## src/rtl/stit_pkg.sv

```systemverilog
// Shared types and constants for the symbol table insert/lookup block.
// No dependencies; used by every module of the block.
package stit_pkg;

    localparam int MaxEntries = 256;
    localparam int MaxNameLen = 16;
    localparam int PoolBytes  = 4096;

    localparam int EW = $clog2(MaxEntries);     // entry address bits
    localparam int CW = $clog2(MaxNameLen);     // char position bits
    localparam int LW = $clog2(MaxNameLen + 1); // key length bits
    localparam int PW = $clog2(PoolBytes + 1);  // pool fill bits

    localparam logic OP_INSERT = 1'b0;
    localparam logic OP_LOOKUP = 1'b1;

    localparam logic [2:0] ST_INSERTED  = 3'd0;
    localparam logic [2:0] ST_FOUND     = 3'd1;
    localparam logic [2:0] ST_NOT_FOUND = 3'd2;
    localparam logic [2:0] ST_DUPLICATE = 3'd3;
    localparam logic [2:0] ST_FULL      = 3'd4;

    // One completed key with its operation
    typedef struct packed {
        logic                           op;
        logic [LW-1:0]                  len;
        logic [MaxNameLen-1:0][7:0]     chars;
        logic [15:0]                    value;
        logic                           kind;
    } t_job;

    typedef enum logic [2:0] {
        S_IDLE, S_CHECK, S_LEN_WAIT, S_LEN_CMP, S_CH_WAIT, S_CH_CMP, S_WRITE, S_DONE
    } t_bstate;

endpackage

```

## src/rtl/stit_queue.sv

```systemverilog
// Two-entry job queue between the front end and the table engine.
// Depends on stit_pkg.
module stit_queue import stit_pkg::*; (
    input  logic i_clk,
    input  logic i_rst_n,
    input  logic i_push,
    input  t_job i_job,
    input  logic i_pop,
    output logic o_full,
    output logic o_empty,
    output t_job o_job
);
    t_job       r_mem [2];
    logic       r_wp, r_rp;
    logic [1:0] r_cnt;

    assign o_full  = (r_cnt == 2'd2);
    assign o_empty = (r_cnt == 2'd0);
    assign o_job   = r_mem[r_rp];

    always_ff @(posedge i_clk) begin
        if (!i_rst_n) begin
            r_wp  <= 1'b0;
            r_rp  <= 1'b0;
            r_cnt <= '0;
        end else begin
            if (i_push) r_wp <= !r_wp;
            if (i_pop)  r_rp <= !r_rp;
            r_cnt <= r_cnt + {1'b0, i_push} - {1'b0, i_pop};
        end
    end

    always_ff @(posedge i_clk) begin
        if (i_push) begin
            r_mem[r_wp] <= i_job;
        end
    end
endmodule

```

## config.mk

```make
export PLATFORM = sky130hd
export DESIGN_NAME = stit_queue
export DESIGN_NICKNAME = d
export VERILOG_FILES = /design/src/rtl/stit_pkg.sv /design/src/rtl/stit_queue.sv
export SDC_FILE = /design/constraint.sdc
export NUM_CORES = 1
export LEC_CHECK = 0
export BUFFER_PORTS_ARGS = -buffer_cell sky130_fd_sc_hd__buf_2
export CAP_MARGIN = 20
export CORE_ASPECT_RATIO = 0.9
export CORE_MARGIN = 4
export CORE_UTILIZATION = 30
export CTS_CLUSTER_DIAMETER = 50
export DETAILED_ROUTE_END_ITERATION = 7
export SLEW_MARGIN = 0
export SYNTH_ARGS = -nofsm -noshare
export SYNTH_HDL_FRONTEND = slang
export SYNTH_SLANG_ARGS = --single-unit
```

## constraint.sdc

```tcl
create_clock -name i_clk -period 7.4 [get_ports i_clk]
set_input_delay 0.37 -clock i_clk [delete_from_list [all_inputs] [get_ports i_clk]]
set_output_delay 0.37 -clock i_clk [all_outputs]
set_load 0.03 [all_outputs]
```

## Yosys cells after proc, flatten, opt, wreduce, memory -nomap -nowiden

Memory sizes are Yosys's and may differ from the RTL's. A register that Yosys moved wholly into a read port is not among the register bits.
Cells that the tools add are included.

| word-level totals | value |
|---|---|
| output and inout bits | 153 |
| memories kept | 1 |
| input bits | 155 |
| register bits | 4 |
| bits in writable memories | 302 |

| cells by class | value |
|---|---|
| reductions and logical operators | 3 |
| $add $sub $neg | 2 |
| multiplexer cells | 4 |
| eq/ne operators | 1 |

Memory list:

| name | depth | width | rd ports | clocked after Yosys merged registers in | write ports | line | text |
|---|---|---|---|---|---|---|---|
| r_mem | 2 | 151 | 1 | 1 | 1 | stit_queue.sv:13 | `t_job r_mem [2];` |

Operators with widths:

| cell | number |
|---|---|
| 2-to-1 mux 1 bit | 4 |
| adder 2 x 1 -> 2 bit | 1 |
| == test 2 bit (second input constant) | 1 |
| zero test 1 bit | 2 |
| zero test 2 bit | 1 |
| subtractor 2 x 1 -> 2 bit | 1 |

## Longest topological paths before layout

| logic depth | value |
|---|---|
| depth after elaboration | 3 |
| mapped depth | 6 |
| depth with buffers taken out | 6 |

## Worst setup path after synthesis

No wires, ideal clock.

| timing path | value |
|---|---|
| path type | register to register |
| from | register r_wp |
| to | memory r_mem[0][0] in the netlist's numbering (enable) |
| library setup time | 0.681 ns |
| path buffers | 0 |
| data required time | 6.719 ns |
| stages on the path, launching flop included | 2 |
| period minus slack after synthesis | 7.652 ns |
| data arrival time | 6.970 ns |
| path slack | -0.252 ns |
| cell sequence | dfxtp_1 -> nor2b_1 |

RTL lines:

| item | line | text |
|---|---|---|
| start: declaration | stit_queue.sv:14 | `logic r_wp, r_rp;` |
| start signal: assignment | stit_queue.sv:27 | `if (i_push) r_wp <= !r_wp;` |
| end: declaration | stit_queue.sv:13 |  |

Straight into the memory's write port.

==> flow_metrics.env <==
export IMPL_switching_power_w=0.00102
export IMPL_critPathSlowestCell="buf_4"
export IMPL_ant_nets=0
export IMPL_place_hpwl_um=15400
export IMPL_yosys_warnings=0
export IMPL_min_path_type="primary input to register"
export IMPL_drc=0
export IMPL_setup_tns_final_ps=0
export IMPL_ir_drop_mv=0.166
export IMPL_ys_types=14
export IMPL_leakage_nw=5.65
export IMPL_maxSlewViolCount=0
export IMPL_cts_resized=0
export IMPL_run_status="completed"
export IMPL_p_sw_frac=0.236
export IMPL_criticalPathCategory="register to primary output"
export IMPL_dieHeight_um=194
export IMPL_routed_top_layer="met5"
export IMPL_drt_iter0_drc=264
export IMPL_drive_gt1_frac=0.606
export IMPL_worst_endpoint_arrival_ps=2840
export IMPL_cts_buffers=37
export IMPL_end_kind="primary output"
export IMPL_initial_core_util=0.306
export IMPL_wl_met2_um=11100
export IMPL_io_buffers=307
export IMPL_cts_setup_buffers=0
export IMPL_power_frac_clock=0.396
export IMPL_insertion_delay_ps=500
export IMPL_grt_max_degree=67
export IMPL_cts_hold_buf=0
export IMPL_p_per_area_mw_per_mm2=293
export IMPL_final_cell_mix="buf_2 (307), edfxtp_1 (302), mux2_4 (90)"
export IMPL_grt_pass1_vias=6121
export IMPL_maxSlewHeadroom=0.314
export IMPL_grt_overflow=0
export IMPL_worstMarginPinSlew_ps=1030
export IMPL_viasPerCell=4.26
export IMPL_critPathMaxStageDelay_ps=820
export IMPL_critPathLaunchType="register"
export IMPL_regArea_mm2=0.00917
export IMPL_multi_input_area_mm2=0.00217
export IMPL_vias=5681
export IMPL_met3WireLength_um=1780
export IMPL_clock_fmax_mhz=311
export IMPL_final_cells=1334
export IMPL_drt_pass1_iter_count=4
export IMPL_cp_cell_sequence="buf_4 > mux2_2 > buf_2"
export IMPL_cts_sinks=307
export IMPL_clock_root_buffer="clkbuf_16"
export IMPL_antenna_found_initial=3
export IMPL_synth_cells=491
export IMPL_cts_path_max_buffers=3
export IMPL_seq_area_frac_synth=0.798
export IMPL_finalCriticalPeriod_ps=3210
export IMPL_crit_fanout=57
export IMPL_dp_cells=1270
export IMPL_finalCritPeriodShare=0.434
export IMPL_syn2layout_area_growth_pct=27.9
export IMPL_syn_avg_cell_area_um2=23.4
export IMPL_num_rows=67
export IMPL_p_total_w=0.00431
export IMPL_hold_violations=0
export IMPL_cts_tree="built"
export IMPL_gp_congestion=0.722
export IMPL_drt_total_wl_um=23100
export IMPL_setup_viol=0
export IMPL_intPower_w=0.00329
export IMPL_coreArea_mm2=0.0376
export IMPL_fp_dieArea_mm2=0.0415
export IMPL_grt_pass1_wl_um=35400
export IMPL_finalClockSkew_ps=18.1
export IMPL_wl_met1_um=9580
export IMPL_syn_cell_area_mm2=0.0115
export IMPL_clk_pin_slew_ps=60
export IMPL_p_seq_frac=0.475
export IMPL_dieWidth_um=214
export IMPL_synthesis_nets=648
export IMPL_p_comb_frac=0.129
export IMPL_wl_per_cell_um=17.3
export IMPL_nNetsFinal=983
export IMPL_rsz0062_at_grt="no"
export IMPL_maxCapViolations=0
export IMPL_required_ps=7030
export IMPL_ios=308
export IMPL_htreeDepth=2
export IMPL_ys_ff_latch=307
export IMPL_n_fill_cell=3478
export IMPL_grtUsageTotal=0.107
export IMPL_final_common_cell="buf_2"
## sequential cells by signal (all words and copies together) (netlist names), named ones only
signal / count
r_cnt: 2
r_mem: 302
r_rp: 1
r_wp: 1
## stage by stage
| step | worst slack [ps] | hold slack (ps) | util | instance area, µm² |
|---|---|---|---|---|
| after floorplan | 2640 | 469 | - | 11500 |
| after global placement | 4620 | 557 | 0.360 | 13500 |
| after detailed placement | 4620 | 562 | 0.360 | 13500 |
| after CTS | 4050 | 10.2 | 0.391 | 14700 |
| after global routing | 4030 | 16.6 | 0.391 | 14700 |
| final | 4190 | 51.9 | 0.391 | 14700 |
## power groups by stage
stage	clock, W	combinational, W	sequential (W)
floorplan	0	0.000408	0.00207
global placement	0	0.000562	0.00208
detailed placement	0	0.000567	0.00208
CTS	0.00177	0.000568	0.00205
global route	0.00185	0.000590	0.00205
finish	0.00171	0.000557	0.00205
## per-layer routing
metal,global-route usage,vias up
met1,0.130,2798
met2,0.177,197
met5,0,-
met3,0.0401,48
li1,-,2632
met4,0.0355,6
## cells by family after synthesis
kind of cell               count (synthesis)  synth area share
buffers and inverters                     19            0.0141
adders and majority gates                  2           0.00218
xor gates and xnor gates                   2           0.00272
and+or+nand+nor                            9           0.00468
muxes                                    151             0.177
AOI/OAI and AO/OA                          1          0.000654
DFF                                      307             0.798
## critical path, delay by kind of cell (launching register included)
| kind | cells | cell delay [ps] |
|---|---|---|
| flip-flops | 1 | 780 |
| multiplexers | 1 | 440 |
| buffers and inverters | 2 | 1000 |
## path summary, 6_finish.rpt
kind	start	to	slack (ps)	cells past startpoint
hold reg to reg	r_rp	r_rp	590	2
setup reg to reg	r_wp	r_mem[0][92]	5000	2
setup / recovery	register	o_job[58]	4190	3
hold / removal	i_job[120]	r_mem[0][120]	50	1
## cells in the mapped netlist
library cell,instances,area share
buf_2,6,0.0026
xnor3_1,1,0.0020
dfxtp_1,5,0.0087
inv_1,2,0.00065
buf_6,11,0.011
and2_1,4,0.0022
mux2_2,61,0.060
nor2_1,1,0.00033
nor2b_1,4,0.0022
edfxtp_1,302,0.79
xor2_1,1,0.00076
ha_1,2,0.0022
mux2_4,90,0.12
o21a_1,1,0.00065
## cell type report
class | instances | share of cell area
tap | 483 | 0.0411
antenna | 1 | 0.000170
clock inverter | 16 | 0.0130
timing repair buffer | 313 | 0.108
multi-input combinational | 165 | 0.147
inverter | 2 | 0.000511
clock buffer | 47 | 0.0656
sequential | 307 | 0.624
(Power assumes the default switching activity.)
