### src/rtl/stit_pkg.sv
// Shared types and constants for the symbol table insert/lookup block.
// No dependencies; used by every module of the block.
package stit_pkg;

    localparam int MaxEntries = 256;
    localparam int MaxNameLen = 16;
    localparam int PoolBytes  = 4096;

    localparam int EW = $clog2(MaxEntries);     // entry address bits
    localparam int CW = $clog2(MaxNameLen);     // char position bits
    localparam int LW = $clog2(MaxNameLen + 1); // key length bits
    localparam int PW = $clog2(PoolBytes + 1);  // pool fill bits

    localparam logic OP_INSERT = 1'b0;
    localparam logic OP_LOOKUP = 1'b1;

    localparam logic [2:0] ST_INSERTED  = 3'd0;
    localparam logic [2:0] ST_FOUND     = 3'd1;
    localparam logic [2:0] ST_NOT_FOUND = 3'd2;
    localparam logic [2:0] ST_DUPLICATE = 3'd3;
    localparam logic [2:0] ST_FULL      = 3'd4;

    // One completed key with its operation
    typedef struct packed {
        logic                           op;
        logic [LW-1:0]                  len;
        logic [MaxNameLen-1:0][7:0]     chars;
        logic [15:0]                    value;
        logic                           kind;
    } t_job;

    typedef enum logic [2:0] {
        S_IDLE, S_CHECK, S_LEN_WAIT, S_LEN_CMP, S_CH_WAIT, S_CH_CMP, S_WRITE, S_DONE
    } t_bstate;

endpackage

### src/rtl/stit_front.sv
// Front end: gathers key characters into a buffer and emits a job at key end.
// Depends on stit_pkg.
module stit_front import stit_pkg::*; (
    input  logic       i_clk,
    input  logic       i_rst_n,
    input  logic       i_valid,
    input  logic       i_q_full,
    input  logic       i_opcode,
    input  logic [7:0] i_key_char,
    input  logic       i_key_last,
    input  logic [15:0] i_value,
    input  logic       i_is_data,
    output logic       o_ready,
    output logic       o_push,
    output t_job       o_job
);
    logic [LW-1:0]              r_len, n_len;
    logic [MaxNameLen-1:0][7:0] r_key, n_key;
    logic                       acc;

    assign o_ready = !i_q_full;
    assign acc     = i_valid && o_ready;

    // Append the character while the buffer has room
    always_comb begin
        n_key = r_key;
        n_len = r_len;
        if (r_len < LW'(MaxNameLen)) begin
            n_key[r_len[CW-1:0]] = i_key_char;
            n_len = r_len + LW'(1);
        end
    end

    assign o_push      = acc && i_key_last;
    assign o_job.op    = i_opcode;
    assign o_job.len   = n_len;
    assign o_job.chars = n_key;
    assign o_job.value = i_value;
    assign o_job.kind  = i_is_data;

    always_ff @(posedge i_clk) begin
        if (!i_rst_n) begin
            r_len <= '0;
        end else if (acc) begin
            r_len <= i_key_last ? '0 : n_len;
        end
    end

    always_ff @(posedge i_clk) begin
        if (acc) begin
            r_key <= n_key;
        end
    end
endmodule

### config.mk
export PLATFORM = sky130hd
export DESIGN_NAME = stit_front
export DESIGN_NICKNAME = d
export VERILOG_FILES = /design/src/rtl/stit_pkg.sv /design/src/rtl/stit_front.sv
export SDC_FILE = /design/constraint.sdc
export NUM_CORES = 1
export LEC_CHECK = 0
export BUFFER_PORTS_ARGS = -buffer_cell sky130_fd_sc_hd__buf_2
export CELL_PAD_IN_SITES_DETAIL_PLACEMENT = 1
export CELL_PAD_IN_SITES_GLOBAL_PLACEMENT = 2
export CORE_MARGIN = 1
export CORE_UTILIZATION = 31
export CTS_CLUSTER_DIAMETER = 60
export DETAILED_ROUTE_END_ITERATION = 8
export PLACE_DENSITY_LB_ADDON = 0.1
export SLEW_MARGIN = 20
export SYNTH_ARGS = -nofsm -noshare
export SYNTH_HDL_FRONTEND = slang
export SYNTH_SLANG_ARGS = --single-unit
### constraint.sdc
create_clock -name i_clk -period 3.55 [get_ports i_clk]
set_clock_uncertainty 0.05 [all_clocks]
set_input_delay 0.1775 -clock i_clk [delete_from_list [all_inputs] [get_ports i_clk]]
set_output_delay 0.1775 -clock i_clk [all_outputs]
set_load 0.005 [all_outputs]
# ---- Yosys cells after proc, flatten, opt, wreduce, memory -nomap -nowiden
# Index checks and enable logic that the tools add are counted.
dict set report op_classes {
  add_sub_neg 1
  order_cmp 3
  mux 6
  n_reduce_logical 4
}
# op count
set op_table {}
lappend op_table {{bitwise mux 128 bit} 1}
lappend op_table {{2-to-1 mux 128 bit} 1}
lappend op_table {{demux 8 bit (select 4 bit)} 1}
lappend op_table {{2-to-1 mux 5 bit} 2}
lappend op_table {{2-to-1 mux 8 bit} 1}
lappend op_table {{adder 5 x 1 -> 5 bit (second input constant)} 1}
lappend op_table {{less-than comparator 4 x 5 -> 1 bit (second input constant)} 1}
lappend op_table {{less-than comparator 5 bit (second input constant)} 1}
lappend op_table {{greater-or-equal comparator 4 x 1 -> 1 bit (second input constant)} 1}
lappend op_table {{logical AND 1 bit} 3}
lappend op_table {{zero test 1 bit} 1}
dict set report totals {
  register_bits 133
  input_bits 31
  output_inout_bits 153
  wordCells 31
}

# ---- Longest topological paths before layout
# Gate-level depths: netlist of run 1.
dict set report depth {
  depth_word 6
  depth_mapped 5
  ltp_nobuf 5
}

# ---- Worst setup path after synthesis of run 1
# Ideal clock, no wire load.
dict set report synth_timing {
  kind {input to register}
  startpoint {in i_q_full}
  endpoint {reg r_len[4]}
  setup_time_ps 130
  t_arrival_ps 3350
  required_ps 3370
  setup_slack_ps 20
  cell_stages 4
  n_path_buf 0
  path_cell_list {nand2b_1 > inv_1 > and2_1 > nor3_1}
}
dict set report synth_between {
  elab_chain_cells 2
}
# item line_no
set synth_rtl {}
lappend synth_rtl {{start, declared} stit_front.sv:7} ;# input logic i_q_full,
lappend synth_rtl {{zero test 1 bit} stit_front.sv:21} ;# assign o_ready = !i_q_full;
lappend synth_rtl {{logical AND 1 bit} stit_front.sv:22} ;# assign acc = i_valid && o_ready;
lappend synth_rtl {{named net acc} stit_front.sv:19} ;# logic acc;
lappend synth_rtl {{end signal, assigned} stit_front.sv:45} ;# r_len <= i_key_last ? '0 : n_len;
lappend synth_rtl {{end, declared} stit_front.sv:17} ;# logic [LW-1:0] r_len, n_len;
# The timed path passes the listed nets, and every way through them passes these cells.
# A chain may end at the register's enable or synchronous reset.

==> impl_metrics.ini, run 1 <==
[critical_path]
cpPeakStageDelay_ns = 0.56
crit_chain = nor3b_2 > and2_1 > mux2_2 > buf_2
cp.arrival_ns = 2.39
path_max_fanout = 10
r2r_slack_ns = 1.40
critical_path.startpoint_type = register
crit_path_end_kind = output port
rr_endpoint = r_key[65]$_DFFE_PP_
required_ns = 3.32
path_class = register to output port
crit_family = simple AND/OR/NAND/NOR gates
rr_worst_depth = 3
r2r_start = r_len[3]$_SDFFE_PN0P_
path_buf_inv = 1
cp_slowest_cell = dfxtp_1

[finish]
drive_above_1_share_pct = 62.73
final_cell_mix = buf_2 (147), edfxtp_1 (128), mux2_2 (125)
final_common_cell = buf_2
synthToLayoutAreaGrowth_pct = 24.30
nets = 522

[global_routing]
grtUsageTotal_pct = 16.06
antenna_found_initial = 0
first_global_vias = 3725
grt_pass1_wl_um = 23370
grt_max_degree = 72
grt_overflow_total = 0

[placed_design]
port_buffers = 147
dpl_worst_slack_ns = 1.305
gp_congestion = 0.6966
post-dp-hpwl_um = 10460

[worst_hold_path]
holdPathStages = 3
holdPathEnd = r_len[3]$_SDFFE_PN0P_
min_path_type = input pin to register
worstHoldStart = i_key_last

[drt]
wl_per_cell_um = 20.32
wirelength_um = 15440
num_vias = 3489
antenna_left = 0
vias_per_cell = 4.591
drc = 0
drtPass1Iterations = 4
drt_iter0_drc = 122

[die]
rows = 50
io_pins = 184
die_w_um = 142.2
die_h_um = 142.2
core-area_mm2 = 0.01902
dieArea_mm2 = 0.02023
initial_core_util_pct = 32.05

[clock_tree]
cts.sinks = 133
clk_pin_slew_ns = 0.05
clk_path_buf_depth = 2
cts_hold_buf = 1
cts-root-buf = clkbuf_16
clk_latency_ns = 0.42
cts_tree = built
cts_resized = 0
numCtsBuffers = 17
cts_setup_buffers = 0
htree_levels = 4

[sta]
maxSlewViolCount = 0
worst_slew_pin_slew_ns = 0.6870
finalHoldViolCount = 0
slew_headroom_pct = 54.20
setup_violations = 0
max_freq_ghz = 0.3819
tns_ns = 0
timing.final.crit_period_ns = 2.618
fin_ws_ns = 0.9317
timing.final.crit_share_pct = 73.76
rsz0062_at_grt = false

[yosys]
ys_ff_latch = 133
syn_avg_cell_area_um2 = 17.03
synth_cell_types = 29
yosysWarnings = 0
synth_nets = 394
synth-seq-area-share_pct = 64.70
netlist_instances = 358
synthesis.area_mm2 = 0.006096

[job]
cap_violations = 0

[power_and_ir_drop]
power-per-cell-area_mw_per_mm2 = 530.2
peakVddDrop_uv = 321.6
p_total_w = 0.004017
switching_share_pct = 20.49
p_int_w = 0.003194
p_leak_nw = 2.902
power_switching_w = 0.0008232
clkPwrFrac_pct = 49.4
combPwrFrac_pct = 5.8
power.share.sequential_pct = 44.8

[outcome]
status = completed
==> per-layer routing <==
layer  global-route usage [%]  share of wire, %
met3                    4.812               5.5
met1                    20.80                45
met5                        0                 0
met2                    25.57                48
met4                    5.320               1.2
==> power by group through the flow <==
stage / logic, W / registers (W) / clock network (W)
finish: 0.000233 / 0.00180 / 0.00198
global route: 0.000257 / 0.00181 / 0.00210
CTS: 0.000241 / 0.00180 / 0.00204
detailed placement: 0.000239 / 0.00183 / 0
global placement: 0.000235 / 0.00183 / 0
floorplan: 0.000134 / 0.00183 / 0
==> worst max path at each step <==
stage                                        to                   from  depth (start not counted)
after floorplan           r_len[4]$_SDFFE_PN0P_               i_q_full                          4
after global placement                o_job[82]  r_len[3]$_SDFFE_PN0P_                          4
after detailed placement              o_job[82]  r_len[3]$_SDFFE_PN0P_                          4
after CTS                             o_job[82]  r_len[3]$_SDFFE_PN0P_                          4
after global routing                  o_job[82]  r_len[3]$_SDFFE_PN0P_                          4
final                                 o_job[82]  r_len[3]$_SDFFE_PN0P_                          4
==> sequential cells by signal, summed over array words and instances, names as in the netlist <==
| name | flops |
|---|---|
| r_key | 128 |
| r_len | 5 |
==> through the flow <==
step	hold WS (ns)	cells	utilization, %	cell area, um2
final	0.06786	760	39.84	7577
after global routing	0.07513	759	39.83	7575
after CTS	0.04428	759	39.83	7575
after detailed placement	0.3050	726	36.30	6904
after global placement	0.3050	726	36.30	6904
after floorplan	0.2900	358	-	6096
==> cell families after synthesis <==
kind of cell / count (synthesis) / share of synthesized area, %
fa+ha+maj: 5 / 1.026
compound gates: 5 / 0.6568
buf+inv: 47 / 4.906
flops: 133 / 64.70
xor+xnor: 3 / 0.4311
simple gates: 36 / 4.454
mux: 129 / 23.83
==> synth_stat cells (all sizes together) <==
| library cell | instances | share of area [%] |
|---|---|---|
| a22oi | 2 | 0.25 |
| a31oi | 1 | 0.10 |
| a32o | 1 | 0.16 |
| a41oi | 1 | 0.14 |
| and2 | 14 | 1.4 |
| and3b | 1 | 0.14 |
| buf | 34 | 4.1 |
| clkbuf | 8 | 0.49 |
| dfxtp | 5 | 1.6 |
| edfxtp | 128 | 63 |
| ha | 5 | 1.0 |
| inv | 5 | 0.31 |
| mux2 | 129 | 24 |
| nand2 | 5 | 0.80 |
| nand2b | 3 | 0.31 |
| nand3 | 1 | 0.082 |
| nand3b | 1 | 0.12 |
| nand4b | 1 | 0.39 |
| nor2 | 3 | 0.18 |
| nor3 | 3 | 0.33 |
| nor3b | 3 | 0.53 |
| or4 | 1 | 0.12 |
| xnor2 | 3 | 0.43 |
==> final cells by class <==
| cell class | instances | area, um2 |
|---|---|---|
| Tap cell | 260 | 325.3 |
| Fill cell | 1999 | 11440 |
| Inverter | 5 | 23.77 |
| Multi-Input combinational cell | 178 | 1853 |
| Clock buffer | 18 | 429.2 |
| Sequential cell | 133 | 3944 |
| Clock inverter | 14 | 231.5 |
| Timing Repair Buffer | 151 | 768.2 |
| Antenna cell | 1 | 2.502 |
==> tightest hold or removal path: stages <==
cell	delay (ns)
buf_2	0.12
nand3b_1	0.11
a31oi_1	0.07
Power figures use the tool's default switching activity.
==> run 2, diff against run 1 <==
--- a/config.mk
+++ b/config.mk
@@ -5,11 +5,12 @@
 export SDC_FILE = /design/constraint.sdc
 export NUM_CORES = 1
 export LEC_CHECK = 0
+export ABC_AREA = 1
 export BUFFER_PORTS_ARGS = -buffer_cell sky130_fd_sc_hd__buf_2
 export CELL_PAD_IN_SITES_DETAIL_PLACEMENT = 1
 export CELL_PAD_IN_SITES_GLOBAL_PLACEMENT = 2
 export CORE_MARGIN = 1
-export CORE_UTILIZATION = 31
+export CORE_UTILIZATION = 29
 export CTS_CLUSTER_DIAMETER = 60
 export DETAILED_ROUTE_END_ITERATION = 8
 export PLACE_DENSITY_LB_ADDON = 0.1
==> constraint.sdc (replaced) <==
create_clock -name i_clk -period 2.15 [get_ports i_clk]
set_clock_uncertainty 0.05 [all_clocks]
set_input_delay 0.1075 -clock i_clk [delete_from_list [all_inputs] [get_ports i_clk]]
set_output_delay 0.1075 -clock i_clk [all_outputs]
set_load 0.005 [all_outputs]
==> impl_metrics.ini, run 2 <==
[clock_tree]
htree_levels = 4
numCtsBuffers = 17
clk_latency_ns = 0.42
cts-root-buf = clkbuf_16
clk_pin_slew_ns = 0.06
cts.sinks = 133
clk_path_buf_depth = 2
cts_tree = built

[finish]
final_cell_mix = buf_2 (147), nand2_1 (135), edfxtp_1 (128)
diodes = 0
synthToLayoutAreaGrowth_pct = 34.48
final_common_cell = buf_2
nets = 718
ff_latch_area_mm2 = 0.003950
reg_top3 = r_key x128, r_len x5
drive_above_1_share_pct = 41.93
n_fill_cell = 2174
largest_register = r_key
multiInputGateArea_mm2 = 0.001832
fin_area_mm2 = 0.007964
largest_reg_flops = 128

[global_routing]
first_global_vias = 4477
antenna_found_initial = 0
grt_max_degree = 27
grt_pass1_wl_um = 27800
grtUsageTotal_pct = 17.63
grt_overflow_total = 0

[critical_path]
path_class = register to output port
crit_path_end = o_job[142]
crit_path_start = r_len[1]$_SDFFE_PN0P_
cp.arrival_ns = 1.88
critical_path.startpoint_type = register
crit_chain = ha_1 > inv_1 > nor2_4 > nand2_2 > o21ai_1 > buf_2
rr_worst_depth = 6
cpPeakStageDelay_ns = 0.39
crit_path_end_kind = output port
required_ns = 1.99
r2r_slack_ns = 0.29
path_max_fanout = 14
r2r_start = r_len[1]$_SDFFE_PN0P_
rr_endpoint = r_len[4]$_SDFFE_PN0P_
cp_slowest_cell = dfxtp_2

[power_and_ir_drop]
combPwrFrac_pct = 7.7
p_leak_nw = 3.353
clkPwrFrac_pct = 46.4
peakVddDrop_uv = 495.8
switching_share_pct = 23.33
p_int_w = 0.004976
power_switching_w = 0.001514
power-per-cell-area_mw_per_mm2 = 815.0
power.share.sequential_pct = 45.9

[placed_design]
gp_congestion = 0.7400
post-dp-hpwl_um = 11820
dpl_worst_slack_ns = 0.2895
place_area_mm2 = 0.006919
port_buffers = 147

[drt]
drt_iter0_drc = 211
drc = 0
wirelength_um = 17900
num_vias = 4436
drtPass1Iterations = 4
vias_per_cell = 4.626
wl_per_cell_um = 18.66
antenna_left = 0

[yosys]
netlist_instances = 521
synth.most_common_cell = nand2_1
synth_nets = 557
synth-main-ff-cell = edfxtp_1
yosys.area.top_type = edfxtp_1
synth_cell_types = 21
async_flop_share_pct = 0
synth-seq-area-share_pct = 66.60
synthesis.area_mm2 = 0.005922
synth_top_area_share_pct = 64.91
synthTopCellsByCount = nand2_1 (147), edfxtp_1 (128), o21ai_0 (65)
synth_edf_count = 128
yosysWarnings = 0
ys_ff_latch = 133
synthTopCellsByArea = edfxtp_1 (65%), nand2_1 (9.3%), o21ai_0 (5.5%)
syn_avg_cell_area_um2 = 11.37

[die]
io_pins = 184
die_w_um = 144.9
rows = 51
dieArea_mm2 = 0.02100
core-area_mm2 = 0.01972
die_h_um = 144.9
initial_core_util_pct = 30.03

[job]
cap_violations = 0

[sta]
fin_ws_ns = 0.1135
setup_violations = 0
maxSlewViolCount = 0
timing.final.crit_period_ns = 2.037
max_freq_ghz = 0.4910
timing.final.crit_share_pct = 94.72
slew_headroom_pct = 59.66
whs_ns = 0.06352
worst_slew_pin_slew_ns = 0.6044
finalHoldViolCount = 0
rsz0062_at_grt = true

[outcome]
status = completed

[worst_hold_path]
min_path_type = input pin to register
-- run 2: cell count changes after synthesis, sizes merged, moves of 4 or more --
cell   previous run  this run
nand2             5       160
o21ai             0       131
mux2            129         0
inv               5        27
and2             14         0
nor2              3        14
a21oi             0         4
-- run 2: power by group through the flow --
stage	clock (W)	combinational [W]	sequential, W
2_1_floorplan	0	0.000228	0.00303
3_3_place_gp	0	0.000447	0.00303
3_5_place_dp	0	0.000454	0.00303
4_1_cts	0.00310	0.000472	0.00297
5_1_grt	0.00320	0.000551	0.00299
6_report	0.00301	0.000500	0.00298
-- run 2: final cells by class --
class,count,share of cell area [%]
inverter,27,1.477
tap,265,4.163
sequential,133,49.60
clock buffer,18,5.389
timing repair buffer,184,14.22
clock inverter,13,2.152
multi-input combinational,319,23.00
-- run 2: worst min-delay path by stage --
stage / startpoint / endpoint / slack (ns) / cells after the start
after floorplan: i_q_full / o_ready / 0.18 / 1
after global placement: i_value[12] / o_job[13] / 0.17 / 0
after detailed placement: i_value[12] / o_job[13] / 0.17 / 0
after CTS: i_q_full / r_len[3]$_SDFFE_PN0P_ / 0.04 / 5
after global routing: i_q_full / r_len[1]$_SDFFE_PN0P_ / 0.06 / 5
final: i_q_full / r_len[3]$_SDFFE_PN0P_ / 0.06 / 5
-- run 2: per-stage QoR --
stage / setup TNS (ns) / util [%] / power [W] / cells
6_report: 0 / 40.39 / 0.006490 / 959
4_1_cts: -0.2967 / 38.58 / 0.006544 / 950
3_5_place_dp: 0 / 35.09 / 0.003483 / 912
2_1_floorplan: -49.17 / - / 0.003257 / 521
3_3_place_gp: 0 / 35.09 / 0.003472 / 912
5_1_grt: -0.3261 / 40.39 / 0.006740 / 959
-- run 2: logic make-up after synthesis --
| family | after synthesis | synth area share [%] |
|---|---|---|
| AOI/OAI and AO/OA | 136 | 12.04 |
| adders and majority gates | 5 | 1.056 |
| buffers and inverters | 69 | 7.374 |
| DFF | 133 | 66.60 |
| and+or+nand+nor | 178 | 12.93 |
-- run 2: what timing repair did --
action,CTS,global route
pin swaps,2,6
setup buffers,2,9
endpoints found under the hold margin,5,0
hold buffers,5,0
cloned,0,0
gates resized for setup,41,91
endpoints found under the setup margin,75,108
-- run 2: worst max-delay path, delay by kind of cell (launching register included) --
kind | cells | cell delay [ns]
and+or+nand+nor | 2 | 0.41
DFF | 1 | 0.39
AOI/OAI and AO/OA | 1 | 0.25
buffers and inverters | 2 | 0.22
adders and majority gates | 1 | 0.18
-- run 2: routing by layer --
metal	vias up	share of wire, %	wire [um]	global-route usage [%]
li1	2136	-	-	-
met1	2170	48	8521	23.69
met2	121	46	8201	26.75
met3	9	6.0	1074	6.226
met4	0	0.55	99	4.681
met5	-	0	0	0
==> run 3, diff against run 2 <==
--- a/config.mk
+++ b/config.mk
@@ -6,7 +6,7 @@
 export NUM_CORES = 1
 export LEC_CHECK = 0
 export ABC_AREA = 1
-export BUFFER_PORTS_ARGS = -buffer_cell sky130_fd_sc_hd__buf_2
+export BUFFER_PORTS_ARGS = -buffer_cell sky130_fd_sc_hd__buf_4
 export CELL_PAD_IN_SITES_DETAIL_PLACEMENT = 1
 export CELL_PAD_IN_SITES_GLOBAL_PLACEMENT = 2
 export CORE_MARGIN = 1
==> impl_metrics.ini, run 3 (same netlist as run 2, synthesis figures left out) <==
[finish]
largest_register = r_key
final_common_cell = buf_4
final_cell_mix = buf_4 (163), nand2_1 (145), edfxtp_1 (128)
final_core_util_pct = 41.11
reg_top3 = r_key x128, r_len x5
ff_latch_area_mm2 = 0.003951
multiInputGateArea_mm2 = 0.001734
synthToLayoutAreaGrowth_pct = 36.89
final_cells = 950
drive_above_1_share_pct = 39.12
largest_reg_flops = 128
diodes = 0
nets = 709
n_fill_cell = 2131

[placed_design]
port_buffers = 147
place_inst = 910
dpl_worst_slack_ns = 0.2603
post-dp-hpwl_um = 11520
gp_congestion = 0.7287

[die]
dieArea_mm2 = 0.02100
die_w_um = 144.9
initial_core_util_pct = 30.03
rows = 51
core-area_mm2 = 0.01972
io_pins = 184
die_h_um = 144.9

[sta]
fin_ws_ns = 0.09138
max_freq_ghz = 0.4858
timing.final.crit_share_pct = 95.75
worst_slew_pin_slew_ns = 0.4345
setup_violations = 0
slew_headroom_pct = 70.97
whs_ns = 0.06843
rsz0062_at_grt = true
timing.final.crit_period_ns = 2.059
finalHoldViolCount = 0
maxSlewViolCount = 0

[drt]
wl_per_cell_um = 18.30
drt_iter0_drc = 184
wirelength_um = 17390
antenna_left = 0
drtPass1Iterations = 4
drc = 0
num_vias = 4307
vias_per_cell = 4.534

[global_routing]
first_global_vias = 4453
grt_overflow_total = 0
antenna_found_initial = 0
grt_max_degree = 43
grt_pass1_wl_um = 27000
grtUsageTotal_pct = 17.09

[critical_path]
cpPeakStageDelay_ns = 0.36
rr_endpoint = r_len[4]$_SDFFE_PN0P_
r2r_start = r_len[3]$_SDFFE_PN0P_
path_buf_inv = 4
cp.arrival_ns = 1.90
path_max_fanout = 16
cp.depth = 8
critical_path.startpoint_type = register
rr_worst_depth = 5
required_ns = 1.99
cpMostUsedCell = inv_1
crit_chain = inv_1 > ha_1 > inv_1 > nor2_4 > buf_12 > nand2_4 > o21ai_0 > buf_4
path_class = register to output port
crit_path_end_kind = output port
r2r_slack_ns = 0.34
cp_slowest_cell = dfxtp_4
crit_family = buffers and inverters

[power_and_ir_drop]
switching_share_pct = 23.10
clkPwrFrac_pct = 44.9
combPwrFrac_pct = 8.3
power.share.sequential_pct = 46.8
p_leak_nw = 3.402
power_switching_w = 0.001466
peakVddDrop_uv = 472.2
power-per-cell-area_mw_per_mm2 = 783.1
p_int_w = 0.004882

[job]
cap_violations = 0

[clock_tree]
numCtsBuffers = 17
cts-root-buf = clkbuf_16
cts_tree = built
htree_levels = 4
cts.sinks = 133
clk_pin_slew_ns = 0.06
clk_latency_ns = 0.41
clk_path_buf_depth = 2

[worst_hold_path]
holdPathStages = 5
worstHoldStart = i_q_full
min_path_type = input pin to register
holdPathEnd = r_len[2]$_SDFFE_PN0P_

[outcome]
status = completed
==> run 3: changes by cell type in the layout (fill, tap and decap cells not counted), moves of 3 or more <==
cell | previous run | this run
buf_2 | 147 | 0
o21ai_1 | 85 | 74
o21ai_2 | 33 | 38
clkinvlp_4 | 3 | 6
o21ai_0 | 7 | 19
buf_4 | 21 | 163
o21ai_4 | 6 | 0
nand2_2 | 11 | 4
nand2_1 | 135 | 145
==> run 3: worst min-delay path: stages <==
cell and delay [ns]:
buf_4 0.14, inv_12 0.06, nand2_8 0.06, nand2_1 0.06, a21oi_1 0.06
==> run 3: routing by layer <==
metal | global-route usage (%) | up-vias | routed length, um
met5 | 0 | - | 0
met4 | 4.043 | 0 | 162
met3 | 5.818 | 13 | 948
met2 | 26.56 | 109 | 8160
met1 | 22.75 | 2067 | 8116
li1 | - | 2118 | -
==> run 3: worst max-delay path by stage <==
stage	end	start	slack (ns)
2_1_floorplan	r_key[0]$_DFFE_PP_	i_q_full	-0.38
3_3_place_gp	o_job[38]	r_len[0]$_SDFFE_PN0P_	0.35
3_5_place_dp	o_job[38]	r_len[0]$_SDFFE_PN0P_	0.26
4_1_cts	o_job[27]	r_len[1]$_SDFFE_PN0P_	-0.03
5_1_grt	o_job[90]	r_len[1]$_SDFFE_PN0P_	-0.06
6_report	o_job[116]	r_len[0]$_SDFFE_PN0P_	0.09
==> run 3: what timing repair did <==
item,4_1_cts,5_1_grt
endpoints found under the setup margin,60,104
pin swaps,1,4
hold buffers,5,0
resized for setup,29,65
setup buffers,1,3
hold endpoints to repair,5,0
==> run 3: cell type report <==
| cell class | instances | share of cell area (%) |
|---|---|---|
| clock inverters | 14 | 1.852 |
| clock buffers | 17 | 5.248 |
| multi-input cells | 319 | 21.39 |
| repair buffers | 175 | 17.22 |
| inverters | 27 | 1.451 |
| flip-flops and latches | 133 | 48.74 |
| well taps | 265 | 4.090 |
==> run 3: stage by stage <==
step                      area, um2  setup TNS [ns]  total power, W
final                          8107               0        0.006348
after floorplan                5954          -49.17        0.003257
after CTS                      7883         -0.1758        0.006421
after global routing           8107         -0.6640        0.006598
after global placement         7222               0        0.003519
after detailed placement       7222               0        0.003528
==> run 3: power groups by stage <==
stage	Sequential, W	Clock, W	Combinational [W]
2_1_floorplan	0.00303	0	0.000228
3_3_place_gp	0.00303	0	0.000493
3_5_place_dp	0.00303	0	0.000499
4_1_cts	0.00298	0.00293	0.000513
5_1_grt	0.00298	0.00303	0.000580
6_report	0.00297	0.00285	0.000527
